### config.mk
export PLATFORM = sky130hd
export DESIGN_NAME = fmme_fifo
export DESIGN_NICKNAME = d
export VERILOG_FILES = /design/src/hw/rtl/fmme_pkg.sv /design/src/hw/rtl/fmme_fifo.sv
export SDC_FILE = /design/constraint.sdc
export NUM_CORES = 1
export LEC_CHECK = 0
export BUFFER_PORTS_ARGS = -buffer_cell sky130_fd_sc_hd__buf_2
export CAP_MARGIN = 15
export CELL_PAD_IN_SITES_DETAIL_PLACEMENT = 0
export CELL_PAD_IN_SITES_GLOBAL_PLACEMENT = 2
export CORE_ASPECT_RATIO = 1.75
export CORE_UTILIZATION = 49
export CTS_BUF_LIST = sky130_fd_sc_hd__clkbuf_8
export CTS_CLUSTER_SIZE = 25
export DETAILED_ROUTE_END_ITERATION = 10
export PLACE_DENSITY_LB_ADDON = 0.08
export SLEW_MARGIN = 20
export SYNTH_ARGS = -nofsm -noshare
export SYNTH_HDL_FRONTEND = slang
export SYNTH_SLANG_ARGS = --single-unit
### constraint.sdc
create_clock -name clk -period 3.05 [get_ports clk]
set_input_delay 0 -clock clk [delete_from_list [all_inputs] [get_ports clk]]
set_output_delay 0 -clock clk [all_outputs]
set_load 0.05 [all_outputs]
### src/hw/rtl/fmme_pkg.sv
package fmme_pkg;

  localparam int unsigned DISP_W  = 12;
  localparam int unsigned POS_W   = 16;
  localparam int unsigned THR_W   = 8;
  localparam int unsigned BOUND_W = 12;
  localparam int unsigned CNT_OUT_W = 10;
  localparam int unsigned CFG_IDX_W = 2;
  localparam int unsigned CFG_DATA_W = 12;
  localparam int unsigned BOX_W = 28;
  localparam int unsigned MAG_W = 24;
  localparam int unsigned CMP_W = 33;

  localparam logic [CFG_IDX_W-1:0] REG_SHAKE  = 2'd0;
  localparam logic [CFG_IDX_W-1:0] REG_LEFT   = 2'd1;
  localparam logic [CFG_IDX_W-1:0] REG_RIGHT  = 2'd2;
  localparam logic [CFG_IDX_W-1:0] REG_TOP    = 2'd3;

  localparam logic [THR_W-1:0]   RST_SHAKE = 8'd30;
  localparam logic [BOUND_W-1:0] RST_LEFT  = 12'd40;
  localparam logic [BOUND_W-1:0] RST_RIGHT = 12'd120;
  localparam logic [BOUND_W-1:0] RST_TOP   = 12'd20;

  localparam logic [DISP_W-1:0] SIGN_FLIP = 12'h800;

  typedef struct packed {
    logic [DISP_W-1:0] dx;
    logic [DISP_W-1:0] dy;
    logic              keep;
    logic              last;
  } item_t;

endpackage

### src/hw/rtl/fmme_fifo.sv
module fmme_fifo (
  input  logic           clk,
  input  logic           rst_n,
  input  logic           push,
  input  fmme_pkg::item_t wdata,
  output logic           full,
  input  logic           pop,
  output fmme_pkg::item_t rdata,
  output logic           empty
);
  import fmme_pkg::*;

  item_t       mem_r [4];
  logic [1:0]  wp_r, wp_nxt, rp_r, rp_nxt;
  logic [2:0]  cnt_r, cnt_nxt;
  logic        do_push, do_pop;

  assign full    = (cnt_r == 3'd4);
  assign empty   = (cnt_r == 3'd0);
  assign do_push = push && !full;
  assign do_pop  = pop && !empty;
  assign rdata   = mem_r[rp_r];

  always_comb begin
    wp_nxt  = do_push ? wp_r + 2'd1 : wp_r;
    rp_nxt  = do_pop ? rp_r + 2'd1 : rp_r;
    cnt_nxt = cnt_r + 3'(do_push) - 3'(do_pop);
  end

  always_ff @(posedge clk) begin
    if (!rst_n) begin
      wp_r  <= '0;
      rp_r  <= '0;
      cnt_r <= '0;
    end else begin
      wp_r  <= wp_nxt;
      rp_r  <= rp_nxt;
      cnt_r <= cnt_nxt;
    end
    if (do_push) begin
      mem_r[wp_r] <= wdata;
    end
  end

endmodule

# --- Word-level counts from Yosys, hierarchy flattened ---
# Memory sizes are Yosys's and may differ from the RTL's. A register that Yosys moved wholly into a read port is not among the register bits.
# Index checks and enable logic that the tools add are counted.
classes:
  addsub: 4
  mul: 0
  div: 0
  magnitude_cmp: 0
  eq_ne: 1
  shift: 0
  mux: 4
  bitwise: 0
  reduce_logical: 5
ops:
  columns: ["operator", "count"]
  rows:
  - ["$add A2 B1 Y2 const B", 2]
  - ["$mux W2", 2]
  - ["$add A3 B1 Y3", 1]
  - ["$eq A3 B3 Y1 const B", 1]
  - ["$logic_not A3 Y1", 1]
  - ["$sub A3 B1 Y3", 1]
  - ["$logic_and A1 B1 Y1", 2]
  - ["$logic_not A1 Y1", 2]
  - ["$mux W1", 2]
word_totals:
  reg_bits: 7
  latchBits: 0
  ramBits: 104
  mem_bits_ro: 0
  out_inout_bits: 28
  word_cells: 18
  memories: 1
memory_table:
  columns: ["memory", "depth", "width", "read_ports", "rd_ports_with_merged_regs", "write_ports", "line", "source"]
  rows:
  - ["mem_r", 4, 26, 1, 1, 1, "fmme_fifo.sv:13", "item_t mem_r [4];"]

# --- Longest topological paths before layout ---
depth:
  ltp_word: 5
  mapped_depth: 11
  ltp_nobuf: 10

# --- Worst setup path before layout ---
# OpenSTA, ideal clock, no wires.
synth_path:
  kind: "register to register"
  from: "register cnt_r[1]"
  to: "register cnt_r[2]"
  setup_time_ps: 115
  t_arrival_ps: 2515
  t_required_ps: 2935
  slack_ps: 420
  stages_incl_launch_ff: 10
  n_path_buf: 0
  synth_period_minus_slack_ps: 2630
  path_cell_list: "dfxtp_1 > nor3_2 > nor2b_1 > ha_1 > inv_1 > ha_1 > fa_1 > xnor2_1 > xnor2_1 > and2_1"
synth_between:
  word_cells_on_any_way: 8
synth_rtl:
  columns: ["element", "line", "source"]
  rows:
  - ["from (decl)", "fmme_fifo.sv:15", "logic [2:0] cnt_r, cnt_nxt;"]
  - ["from (signal assigned)", "fmme_fifo.sv:38", "cnt_r <= cnt_nxt;"]
  - ["$logic_not A3 Y1", "fmme_fifo.sv:19", "assign empty = (cnt_r == 3'd0);"]
  - ["via empty", "fmme_fifo.sv:9", "output logic empty"]
  - ["$logic_not A1 Y1", "fmme_fifo.sv:21", "assign do_pop = pop && !empty;"]
  - ["$logic_and A1 B1 Y1", "fmme_fifo.sv:21", null]
  - ["via do_pop", "fmme_fifo.sv:16", "logic do_push, do_pop;"]
  - ["$sub A3 B1 Y3", "fmme_fifo.sv:27", "cnt_nxt = cnt_r + 3'(do_push) - 3'(do_pop);"]
# The timed path passes the listed nets, and every way through them passes these cells.
# A chain may end at the register's enable or synchronous reset.

# --- Final worst setup path ---
layout_path:
  from: "register cnt_r[2]"
  to: "register cnt_r[2]"
layout_between:
  elab_chain_cells: 5
  word_cells_on_any_way: 8
layout_rtl:
  columns: ["element", "line", "source"]
  rows:
  - ["$eq A3 B3 Y1", "fmme_fifo.sv:18", "assign full = (cnt_r == 3'd4);"]
  - ["$logic_not A1 Y1", "fmme_fifo.sv:20", "assign do_push = push && !full;"]
  - ["$logic_and A1 B1 Y1", "fmme_fifo.sv:20", null]
  - ["$add A3 B1 Y3", "fmme_fifo.sv:27", null]
  - ["$sub A3 B1 Y3 (*)", "fmme_fifo.sv:27", null]
# Mark *: on every way between the ends. The rest lies on a longest branch, timed or not.

==> results.sh <==
export IMPL_status="finished, final reports clean"
export IMPL_max_cap_violations=0
export IMPL_drt_iter0_drc=96
export IMPL_cts_htree_levels=4
export IMPL_path_max_fanout=7
export IMPL_synth_commonest_cells="edfxtp_1, mux4_2, dfxtp_1, and2_1"
export IMPL_arrival_ns=2.74
export IMPL_synthFlopType="edfxtp_1"
export IMPL_cts_buffers=17
export IMPL_cts_root_buf="clkbuf_8"
export IMPL_die_area_um2=9133
export IMPL_wl_mm=7.040
export IMPL_synthDistinctLibCells=23
export IMPL_die_h_um=125.7
export IMPL_clock_latency_ns=0.42
export IMPL_fin_skew_ns=0.008545
export IMPL_syn_avg_cell_area_um2=22.90
export IMPL_rsz0062_at_grt="false"
export IMPL_die_x_um=72.67
export IMPL_clock_sinks=113
export IMPL_place_hpwl_mm=4.341
export IMPL_p_per_area_nw_per_um2=900.1
export IMPL_total_power_mw=4.935
export IMPL_clkSlewWorstSetupHoldPaths_ns=0.07
export IMPL_ys_ff_latch=113
export IMPL_antenna_cells=0
export IMPL_fmax_mhz=412.7
export IMPL_crit_type="reg2reg"
export IMPL_drv_slew=0
export IMPL_cts_tree="built"
export IMPL_synth_async_reset_ratio_pct=0
export IMPL_firstDrtPassIters=4
export IMPL_cp_required_ns=3.37
export IMPL_finalNetCount=327
export IMPL_yosysMostFrequentCell="edfxtp_1"
export IMPL_cts_buffer_depth=2
export IMPL_slew_headroom_pct=38.14
export IMPL_critPathCaptureType="flop"
export IMPL_synthCells=187
export IMPL_yosys_warnings=0
export IMPL_syn_to_final_growth_pct=28.02
export IMPL_fin_setup_tns_ns=0
export IMPL_grt_overflow=0
export IMPL_ant_nets=0
export IMPL_avgViaCountPerCell=5.077
export IMPL_wire_per_inst_um=16.84
export IMPL_p_leak_nw=1.946
export IMPL_drcViolationCount=0
export IMPL_syn_area_um2=4283
export IMPL_grt_pass1_vias=2339
export IMPL_setup_violations=0
export IMPL_ys_seq_area_share_pct=77.13
export IMPL_grt_antenna_before_repair=0
export IMPL_critPathLaunchType="flop"
export IMPL_grtUsageTotal_pct=17.79
export IMPL_core_area_um2=8368
export IMPL_synthTopCellsByArea="edfxtp_1, mux4_2, dfxtp_1"
export IMPL_tightest_slew_ns=0.9279
export IMPL_synth_top_area_share_pct=72.92
export IMPL_syn_num_nets=224
export IMPL_start_util_pct=51.18
export IMPL_place_congestion=0.6587
export IMPL_cts_hold_buf=30
export IMPL_hold_class="in2reg"
export IMPL_ir_worst_vdd_uv=584.5
export IMPL_cts_resized=0
export IMPL_route_vias_total=2122
export IMPL_period_needed_ns=2.423
export IMPL_synth_edf_count=104
export IMPL_portBuffers=57
export IMPL_post_cts_buffers=0
export IMPL_core_rowCount=44
export IMPL_hold_viol_final=0
export IMPL_grt_max_degree=27
export IMPL_layout_drive_gt1_share_pct=38.28
export IMPL_io_pins=58
export IMPL_fin_crit_sh_pct=79.45
export IMPL_yosys_area_top_type="edfxtp_1"
export IMPL_grt_pass1_wl_mm=11.33
## cell type report
class | count | area, um2
Clock buffer | 22 | 302.8
Inverter | 6 | 22.52
Multi-Input combinational cell | 60 | 882.1
Timing Repair Buffer | 92 | 648.1
Sequential cell | 113 | 3304
Fill cell | 619 | 2885
Clock inverter | 10 | 178.9
Tap cell | 115 | 143.9
## routing by layer
metal	track usage (%)	vias up	routed length (um)
met1	17.37	1095	2541
met4	7.612	0	99
met5	0	-	0
met3	6.720	7	283
li1	-	970	-
met2	32.33	50	4114
## sequential cells by signal (all words and copies together) (netlist names), named ones only
| register | flops |
|---|---|
| rp_r | 2 |
| cnt_r | 3 |
| wp_r | 2 |
| mem_r | 104 |
## worst paths after layout
path	end	slack, ns	cells past startpoint	start
worst max-delay path	cnt_r[2]	0.63	10	cnt_r[2]
worst min-delay path	wp_r[1]	0.06	3	push
worst max register to register	cnt_r[2]	0.63	10	cnt_r[2]
worst min register to register	flop	0.50	2	rp_r[0]
## worst max-delay path, cell delays in order, from the launching register on
cell and delay (ns):
dfxtp_1 0.34, nor3b_2 0.17, nor2b_1 0.39, inv_1 0.09, ha_1 0.29, inv_1 0.04, ha_1 0.18, fa_1 0.39
xnor2_1 0.15, xnor2_1 0.12, and2_1 0.15
## metrics by stage
stage	setup slack (ns)	hold WS, ns	cells	utilization, %	area [um2]
floorplan	0.4197	0.09887	187	-	4283
global placement	0.7656	0.2104	356	56.18	4701
detailed placement	0.6202	0.2175	356	56.18	4701
CTS	0.6083	0.02858	418	65.52	5483
global route	0.4629	0.05419	418	65.52	5483
finish	0.6268	0.06174	418	65.52	5483
## cells by family after synthesis
kind of cell,Yosys count,share of synthesized area [%]
AND/OR/NAND/NOR,19,2.775
multiplexers,28,14.67
adder cells (fa/ha/maj),7,2.220
flip-flops,113,77.13
buffers and inverters,14,2.278
AO/OA/AOI/OAI,4,0.5258
XOR/XNOR,2,0.4091
## where the power goes
| group | internal, mW | switching, mW |
|---|---|---|
| Clock | 1.08 | 0.552 |
| Combinational | 0.447 | 0.839 |
| Sequential | 1.88 | 0.136 |
## cells in the final DEF, fill, tap and decap left out, types with 6 or more instances in the layout
cell type	instances
inv_1	7
nand2_1	6
dfxtp_1	8
clkbuf_8	22
mux4_2	20
buf_2	57
and2_1	7
edfxtp_1	104
mux4_1	6
dlygate4sd3_1	30
ha_1	6
No activity file was read; power rests on OpenSTA's default activity.
