==> src/hw/rtl/fmme_pkg.sv <==
package fmme_pkg;

  localparam int unsigned DISP_W  = 12;
  localparam int unsigned POS_W   = 16;
  localparam int unsigned THR_W   = 8;
  localparam int unsigned BOUND_W = 12;
  localparam int unsigned CNT_OUT_W = 10;
  localparam int unsigned CFG_IDX_W = 2;
  localparam int unsigned CFG_DATA_W = 12;
  localparam int unsigned BOX_W = 28;
  localparam int unsigned MAG_W = 24;
  localparam int unsigned CMP_W = 33;

  localparam logic [CFG_IDX_W-1:0] REG_SHAKE  = 2'd0;
  localparam logic [CFG_IDX_W-1:0] REG_LEFT   = 2'd1;
  localparam logic [CFG_IDX_W-1:0] REG_RIGHT  = 2'd2;
  localparam logic [CFG_IDX_W-1:0] REG_TOP    = 2'd3;

  localparam logic [THR_W-1:0]   RST_SHAKE = 8'd30;
  localparam logic [BOUND_W-1:0] RST_LEFT  = 12'd40;
  localparam logic [BOUND_W-1:0] RST_RIGHT = 12'd120;
  localparam logic [BOUND_W-1:0] RST_TOP   = 12'd20;

  localparam logic [DISP_W-1:0] SIGN_FLIP = 12'h800;

  typedef struct packed {
    logic [DISP_W-1:0] dx;
    logic [DISP_W-1:0] dy;
    logic              keep;
    logic              last;
  } item_t;

endpackage

==> src/hw/rtl/fmme_front.sv <==
module fmme_front #(
  parameter int unsigned FRACTION_BITS = 4
) (
  input  logic                                 clk,
  input  logic                                 rst_n,
  input  logic                                 cfg_we,
  input  logic [fmme_pkg::CFG_IDX_W-1:0]       cfg_index,
  input  logic [fmme_pkg::CFG_DATA_W-1:0]      cfg_data,
  input  logic [fmme_pkg::POS_W-1:0]           in_start_x,
  input  logic [fmme_pkg::POS_W-1:0]           in_start_y,
  input  logic signed [fmme_pkg::DISP_W-1:0]   in_disp_x,
  input  logic signed [fmme_pkg::DISP_W-1:0]   in_disp_y,
  input  logic                                 in_tracked,
  input  logic                                 in_last,
  input  logic                                 in_push,
  input  logic                                 q_full,
  output logic                                 q_push,
  output fmme_pkg::item_t                      q_item
);
  import fmme_pkg::*;

  localparam int unsigned LIM_W = THR_W + FRACTION_BITS;
  localparam int unsigned LSQ_W = 2 * LIM_W;
  localparam logic [LIM_W-1:0] RST_LIM = LIM_W'(RST_SHAKE) << FRACTION_BITS;

  logic [BOUND_W-1:0] left_r, right_r, top_r;
  logic [LIM_W-1:0]   lim;
  logic [LSQ_W-1:0]   lsq_r, lsq_nxt;
  logic signed [2*DISP_W-1:0] sqx, sqy;
  logic [MAG_W-1:0]   mag;
  logic               shake_ok, central, keep;

  assign lim     = LIM_W'(cfg_data[THR_W-1:0]) << FRACTION_BITS;
  assign lsq_nxt = LSQ_W'(lim) * LSQ_W'(lim);

  always_ff @(posedge clk) begin
    if (!rst_n) begin
      left_r  <= RST_LEFT;
      right_r <= RST_RIGHT;
      top_r   <= RST_TOP;
      lsq_r   <= LSQ_W'(RST_LIM) * LSQ_W'(RST_LIM);
    end else begin
      if (cfg_we) begin
        unique case (cfg_index)
          REG_SHAKE: lsq_r   <= lsq_nxt;
          REG_LEFT:  left_r  <= cfg_data;
          REG_RIGHT: right_r <= cfg_data;
          REG_TOP:   top_r   <= cfg_data;
          default: ;
        endcase
      end
    end
  end

  assign sqx = in_disp_x * in_disp_x;
  assign sqy = in_disp_y * in_disp_y;
  assign mag = MAG_W'($unsigned(sqx)) + MAG_W'($unsigned(sqy));
  assign shake_ok = CMP_W'(mag) < CMP_W'(lsq_r);

  assign central = (BOX_W'(in_start_x) > (BOX_W'(left_r) << FRACTION_BITS))
                && (BOX_W'(in_start_x) < (BOX_W'(right_r) << FRACTION_BITS))
                && (BOX_W'(in_start_y) > (BOX_W'(top_r) << FRACTION_BITS));

  assign keep = in_tracked && shake_ok && !central;

  assign q_item.dx   = in_disp_x;
  assign q_item.dy   = in_disp_y;
  assign q_item.keep = keep;
  assign q_item.last = in_last;
  assign q_push      = in_push && !q_full && (keep || in_last);

endmodule

==> config.mk <==
export PLATFORM = sky130hd
export DESIGN_NAME = fmme_front
export DESIGN_NICKNAME = d
export VERILOG_FILES = /design/src/hw/rtl/fmme_pkg.sv /design/src/hw/rtl/fmme_front.sv
export SDC_FILE = /design/constraint.sdc
export NUM_CORES = 1
export LEC_CHECK = 0
export ABC_CLOCK_PERIOD_IN_PS = 30500
export BUFFER_PORTS_ARGS = -buffer_cell sky130_fd_sc_hd__buf_4
export CORE_MARGIN = 3
export CORE_UTILIZATION = 55
export CTS_CLUSTER_DIAMETER = 30
export DETAILED_ROUTE_END_ITERATION = 10
export PLACE_DENSITY = 0.82
export SYNTH_ARGS = -nofsm -noshare
export SYNTH_HDL_FRONTEND = slang
export SYNTH_SLANG_ARGS = --single-unit
==> constraint.sdc <==
create_clock -name clk -period 30.5 [get_ports clk]
set_input_delay 6.1 -clock clk [delete_from_list [all_inputs] [get_ports clk]]
set_output_delay 6.1 -clock clk [all_outputs]
set_load 0.03 [all_outputs]
### After elaboration in Yosys (flattened, before gate mapping)

Index checks and enable logic that the tools add are counted.

* $add $sub $neg: 1
* $mul: 3
* $lt $le $gt $ge: 4
* eq/ne operators: 3
* reductions and logical operators: 14

Operators by type and width (count)
* 12-bit by 12-bit multiplier with 24-bit output: 2
* 16-bit greater-than comparator: 2
* 24-bit adder: 1
* 24-bit < comparator: 1
* 16-bit < comparator: 1
* 8-bit by 8-bit multiplier with 16-bit output: 1
* 2-bit AND reduction: 4
* 1-bit logical AND: 6
* 2-bit == test, second input constant: 2
* 2-bit by 1-bit == test with 1-bit output, second input constant: 1
* 1-bit zero test: 2
* 2-bit zero test: 1
* 1-bit logical OR: 1

* register bits: 52
* bits of input ports: 77
* output and inout bits: 27
* logic and storage cells: 29

### Logic depth before layout (Yosys ltp)

* depth in word-level cells: 7
* gate-level depth with buffers: 33

### Worst setup path before layout

No wires, ideal clock.

* path type: input to output
* from: input port in_disp_x[8] (netlist name)
* to: output port q_push
* arrival: 13.667 ns
* path slack: 10.733 ns
* stages on the path: 31
* buffers on the path: 1
* cell sequence: clkbuf_1 -> inv_1 -> nor2_1 -> inv_1 -> fa_1 -> inv_1 -> fa_1 -> inv_1 -> fa_1 -> fa_1 -> fa_1 -> fa_1 -> fa_1 -> inv_1 -> ha_1 -> nand3_1 -> or3_1 -> and2_4 -> a311o_1 -> o21ai_1 -> a21o_1 -> xor2_1 -> ha_1 -> a21o_1 -> a21o_1 -> a21oi_1 -> nor2_1 -> a2111oi_0 -> nor2_1 -> a211oi_1 -> o211a_1

* longest elaborated chain between the ends: 7

Ends and longest elaborated chain
* start: declaration: RTL line fmme_front.sv:11 `input logic signed [fmme_pkg::DISP_W-1:0] in_disp_x,`
* 12-bit by 12-bit multiplier with 24-bit output: RTL line fmme_front.sv:55 `assign sqx = in_disp_x * in_disp_x;`
* 24-bit adder: RTL line fmme_front.sv:57 `assign mag = MAG_W'($unsigned(sqx)) + MAG_W'($unsigned(sqy));`
* 24-bit < comparator: RTL line fmme_front.sv:58 `assign shake_ok = CMP_W'(mag) < CMP_W'(lsq_r);`
* 1-bit logical AND (2 in a row): RTL line fmme_front.sv:64 `assign keep = in_tracked && shake_ok && !central;`
* via keep: RTL line fmme_front.sv:31 `logic shake_ok, central, keep;`
* 1-bit logical OR: RTL line fmme_front.sv:70 `assign q_push = in_push && !q_full && (keep || in_last);`
* 1-bit logical AND: RTL line fmme_front.sv:70
* end: declaration: RTL line fmme_front.sv:17 `output logic q_push,`

The timed path passes the listed nets, and every way through them passes these cells.

### Worst setup path after layout

* from: input port in_disp_y[11] (netlist name)
* to: output port q_push

* longest elaborated chain between the ends: 7

Ends and longest elaborated chain
* start: declaration: RTL line fmme_front.sv:12 `input logic signed [fmme_pkg::DISP_W-1:0] in_disp_y,`
* 12-bit by 12-bit multiplier with 24-bit output: RTL line fmme_front.sv:56 `assign sqy = in_disp_y * in_disp_y;`
* 24-bit adder: RTL line fmme_front.sv:57
* 24-bit < comparator: RTL line fmme_front.sv:58
* 1-bit logical AND (2 in a row): RTL line fmme_front.sv:64
* 1-bit logical OR: RTL line fmme_front.sv:70
* 1-bit logical AND: RTL line fmme_front.sv:70

Every way passes these cells.

==> reports/metrics.cfg <==
[synthesis]
synth.ff_latch_count=51
mappedNetlistArea_sq_um=14600
asr_flop_ratio_synth_pct=0
netlist_instances=1607
synth_top_cells_by_count=450 x sky130_fd_sc_hd__inv_1, 307 x sky130_fd_sc_hd__fa_1, 174 x sky130_fd_sc_hd__nand2_1, 167 x sky130_fd_sc_hd__ha_1, 73 x sky130_fd_sc_hd__and2_1
synth_warn=0
postSynthAreaPerCell_sq_um=9.07
ys_types=56
postSynth.topFlopCell=sky130_fd_sc_hd__dfxtp_1
netlist.area_leader.share_pct=42.2
synth.most_common_cell=sky130_fd_sc_hd__inv_1
ys_top_cells_by_area=sky130_fd_sc_hd__fa_1 42%, sky130_fd_sc_hd__ha_1 14%, sky130_fd_sc_hd__inv_1 12%, sky130_fd_sc_hd__dfxtp_1 7.0%, sky130_fd_sc_hd__nand2_1 4.5%
synth_edf_count=0
postSynthNetCount=2158
seq_area_frac_synth_pct=7.01
netlist.top_cell.by_area=sky130_fd_sc_hd__fa_1

[drt]
firstDrtPassIters=5
drt_via_density=5.10
via_count=10084
drt.antenna.violating_nets=0
drc=0
route.final.wire_length_um=29400
routedWlPerCell_um=14.9
drtIter0Drc=554

[worst_setup_path]
crit_path_end_kind=primary output
timing.critical_path.fanout_max=24
critical_path_arrival_ns=14.34
worstPathBufferInverterCount=6
timing.critical_path.slowest_stage_cell=sky130_fd_sc_hd__fa_1
worst-r2r-setup-slack_ns=29.78
cp_slowest_stage_delay_ns=0.83
critPathLaunchType=input pin
crit-reg2reg-launch=lsq_r[14]
r2r-end=lsq_r[14]
cp.required_ns=24.40
worst_path_dominant_cell_family=adder cells
path_common_cell=sky130_fd_sc_hd__fa_1
setup.worst_path.class=input pin to primary output
reg2reg_depth=3

[min_path]
worst_hold_path.endpoint=lsq_r[21]
min_delay_path_depth=2
hold_path_class=flop to flop
min_from=lsq_r[21]

[sta]
worst_pin_slew_ns=0.784
skew_ns=0
hold-worst-slack_ns=0.461
setup_violations=0
layout_worst_path_cycle_share_pct=67.0
layout_min_cycle_time_ns=20.44
max_slew_margin_pct=47.5
slew_violations=0
finalHoldViolations=0
unrepaired_setup_endpoints_after_global_routing=no
achievable-frequency_mhz=48.9
finalSetupTns_ns=0

[clock_network]
clock_tree.root_cell=sky130_fd_sc_hd__clkbuf_16
post_cts_resized=0
clkTransAtPathRegs_ns=0.06
clock_latency_ns=0.30
cts_post_setup_buffers_inserted=0
clockBufferDepth=2
numCtsBuffers=5
clock_sink_count=51
h-tree-depth=2
ctsHoldBuffers=0
tritoncts=yes

[final_layout]
final_layout_size_suffix_gt1_share_pct=7.47
num-nets-final=2196
flow.area_growth_from_synthesis_pct=6.66
layout.core_utilization_pct=60.7
antenna_cells_inserted=0
finish.cell_count_without_fillers=1976

[global_routing]
grt_usage_pct=22.1
largest_net_degree_at_the_start_of_global_routing=55
grt_overflow_total=0
first_global_vias=11015
initial_antenna_violation_count=0
wire_length_of_the_first_global_routing_pass_um=52100

[floorplanning]
number_of_top_level_pins=104
core_sq_um=25600
start_util_pct=56.9
fp.dieH_um=169
floorplan.die_area_sq_um=28500
num_rows=58
die_span_x_um=169

[status]
run_status=finished, final reports clean

[place]
finalWeightedCongestion=0.957
io_buffers=103
placed_cells=1968
detailed_place_hpwl_um=26100

[job]
maxCapViolations=0

## final cells by class
type / instances / area (sq um)
clock buffer: 5 / 125
tap: 330 / 413
timing repair buffer: 104 / 781
inverter: 450 / 1690
fill: 2141 / 10100
clock inverter: 3 / 27.5
multi-input combinational: 1033 / 11500
sequential: 51 / 1020
## routing by layer
layer  track usage, %  part of all wire, %  up-vias
li1                 -                    -     4816
met1             30.2                   43     5000
met2             39.5                   51      236
met3             2.13                  4.6       32
met4             3.24                  1.3        0
met5                0                    0        -
## metrics by stage
stage / area [sq um] / worst slack (ns)
after floorplan: 14600 / 10.73
after global placement: 15400 / 10.31
after detailed placement: 15400 / 10.13
after CTS: 15500 / 10.13
after global routing: 15500 / 9.60
final: 15500 / 10.06
## how the worst max path moves through the flow
stage | from | endpoint | slack (ns) | depth (start not counted)
3_5_place_dp | in_disp_y[11] | q_push | 10.13 | 31
6_report | in_disp_y[11] | q_push | 10.06 | 31
3_3_place_gp | in_disp_x[8] | q_push | 10.31 | 32
5_1_grt | in_disp_x[8] | q_push | 9.60 | 32
2_1_floorplan | in_disp_x[8] | q_push | 10.73 | 31
4_1_cts | in_disp_y[11] | q_push | 10.13 | 31
## kinds of logic (layout without fill, tap and decap cells)
kind of cell	after synthesis	in the layout	synth area share, %
flip-flops	51	51	7.01
XOR/XNOR	53	53	3.19
AO/OA/AOI/OAI	139	139	6.87
multiplexers	2	2	0.155
adder cells (fa/ha/maj)	474	474	56.5
AND/OR/NAND/NOR	365	365	12.1
buffers and inverters	523	562	14.2
## cells in the final DEF (no fill, tap or decap), types with 3 or more instances in the layout
master,n
sky130_fd_sc_hd__clkbuf_16,5
sky130_fd_sc_hd__nand4_1,8
sky130_fd_sc_hd__xnor2_1,35
sky130_fd_sc_hd__o21ai_0,15
sky130_fd_sc_hd__nand3_1,8
sky130_fd_sc_hd__or2_2,3
sky130_fd_sc_hd__ha_1,167
sky130_fd_sc_hd__a2111oi_0,4
sky130_fd_sc_hd__a21oi_1,17
sky130_fd_sc_hd__o211ai_1,14
sky130_fd_sc_hd__or3_1,5
sky130_fd_sc_hd__dfxtp_1,51
sky130_fd_sc_hd__and3_1,5
sky130_fd_sc_hd__nand2b_1,10
sky130_fd_sc_hd__inv_1,450
sky130_fd_sc_hd__o21ai_1,3
sky130_fd_sc_hd__fa_1,307
sky130_fd_sc_hd__nand2_1,174
sky130_fd_sc_hd__a21o_1,22
sky130_fd_sc_hd__nor3_1,7
sky130_fd_sc_hd__o21a_1,7
sky130_fd_sc_hd__a21boi_0,31
sky130_fd_sc_hd__a211oi_1,7
sky130_fd_sc_hd__nor2b_1,19
sky130_fd_sc_hd__nor2_1,38
sky130_fd_sc_hd__and2_1,73
sky130_fd_sc_hd__nand4b_1,3
sky130_fd_sc_hd__buf_4,104
sky130_fd_sc_hd__xor2_1,18
## worst register-to-register path, cell delays in order, from the launching register on
cell	delay (ns)
sky130_fd_sc_hd__dfxtp_1	0.31
sky130_fd_sc_hd__nand2_1	0.05
sky130_fd_sc_hd__o21ai_0	0.09
sky130_fd_sc_hd__and2_1	0.17
## state kept, by name (all words and copies together), names as in the netlist
register / cells
left_r: 12
right_r: 12
lsq_r: 15
top_r: 12
Power is left out: the tool's default activity adds up to more than one toggle a clock period on the data nets, which glitch-free logic cannot reach.
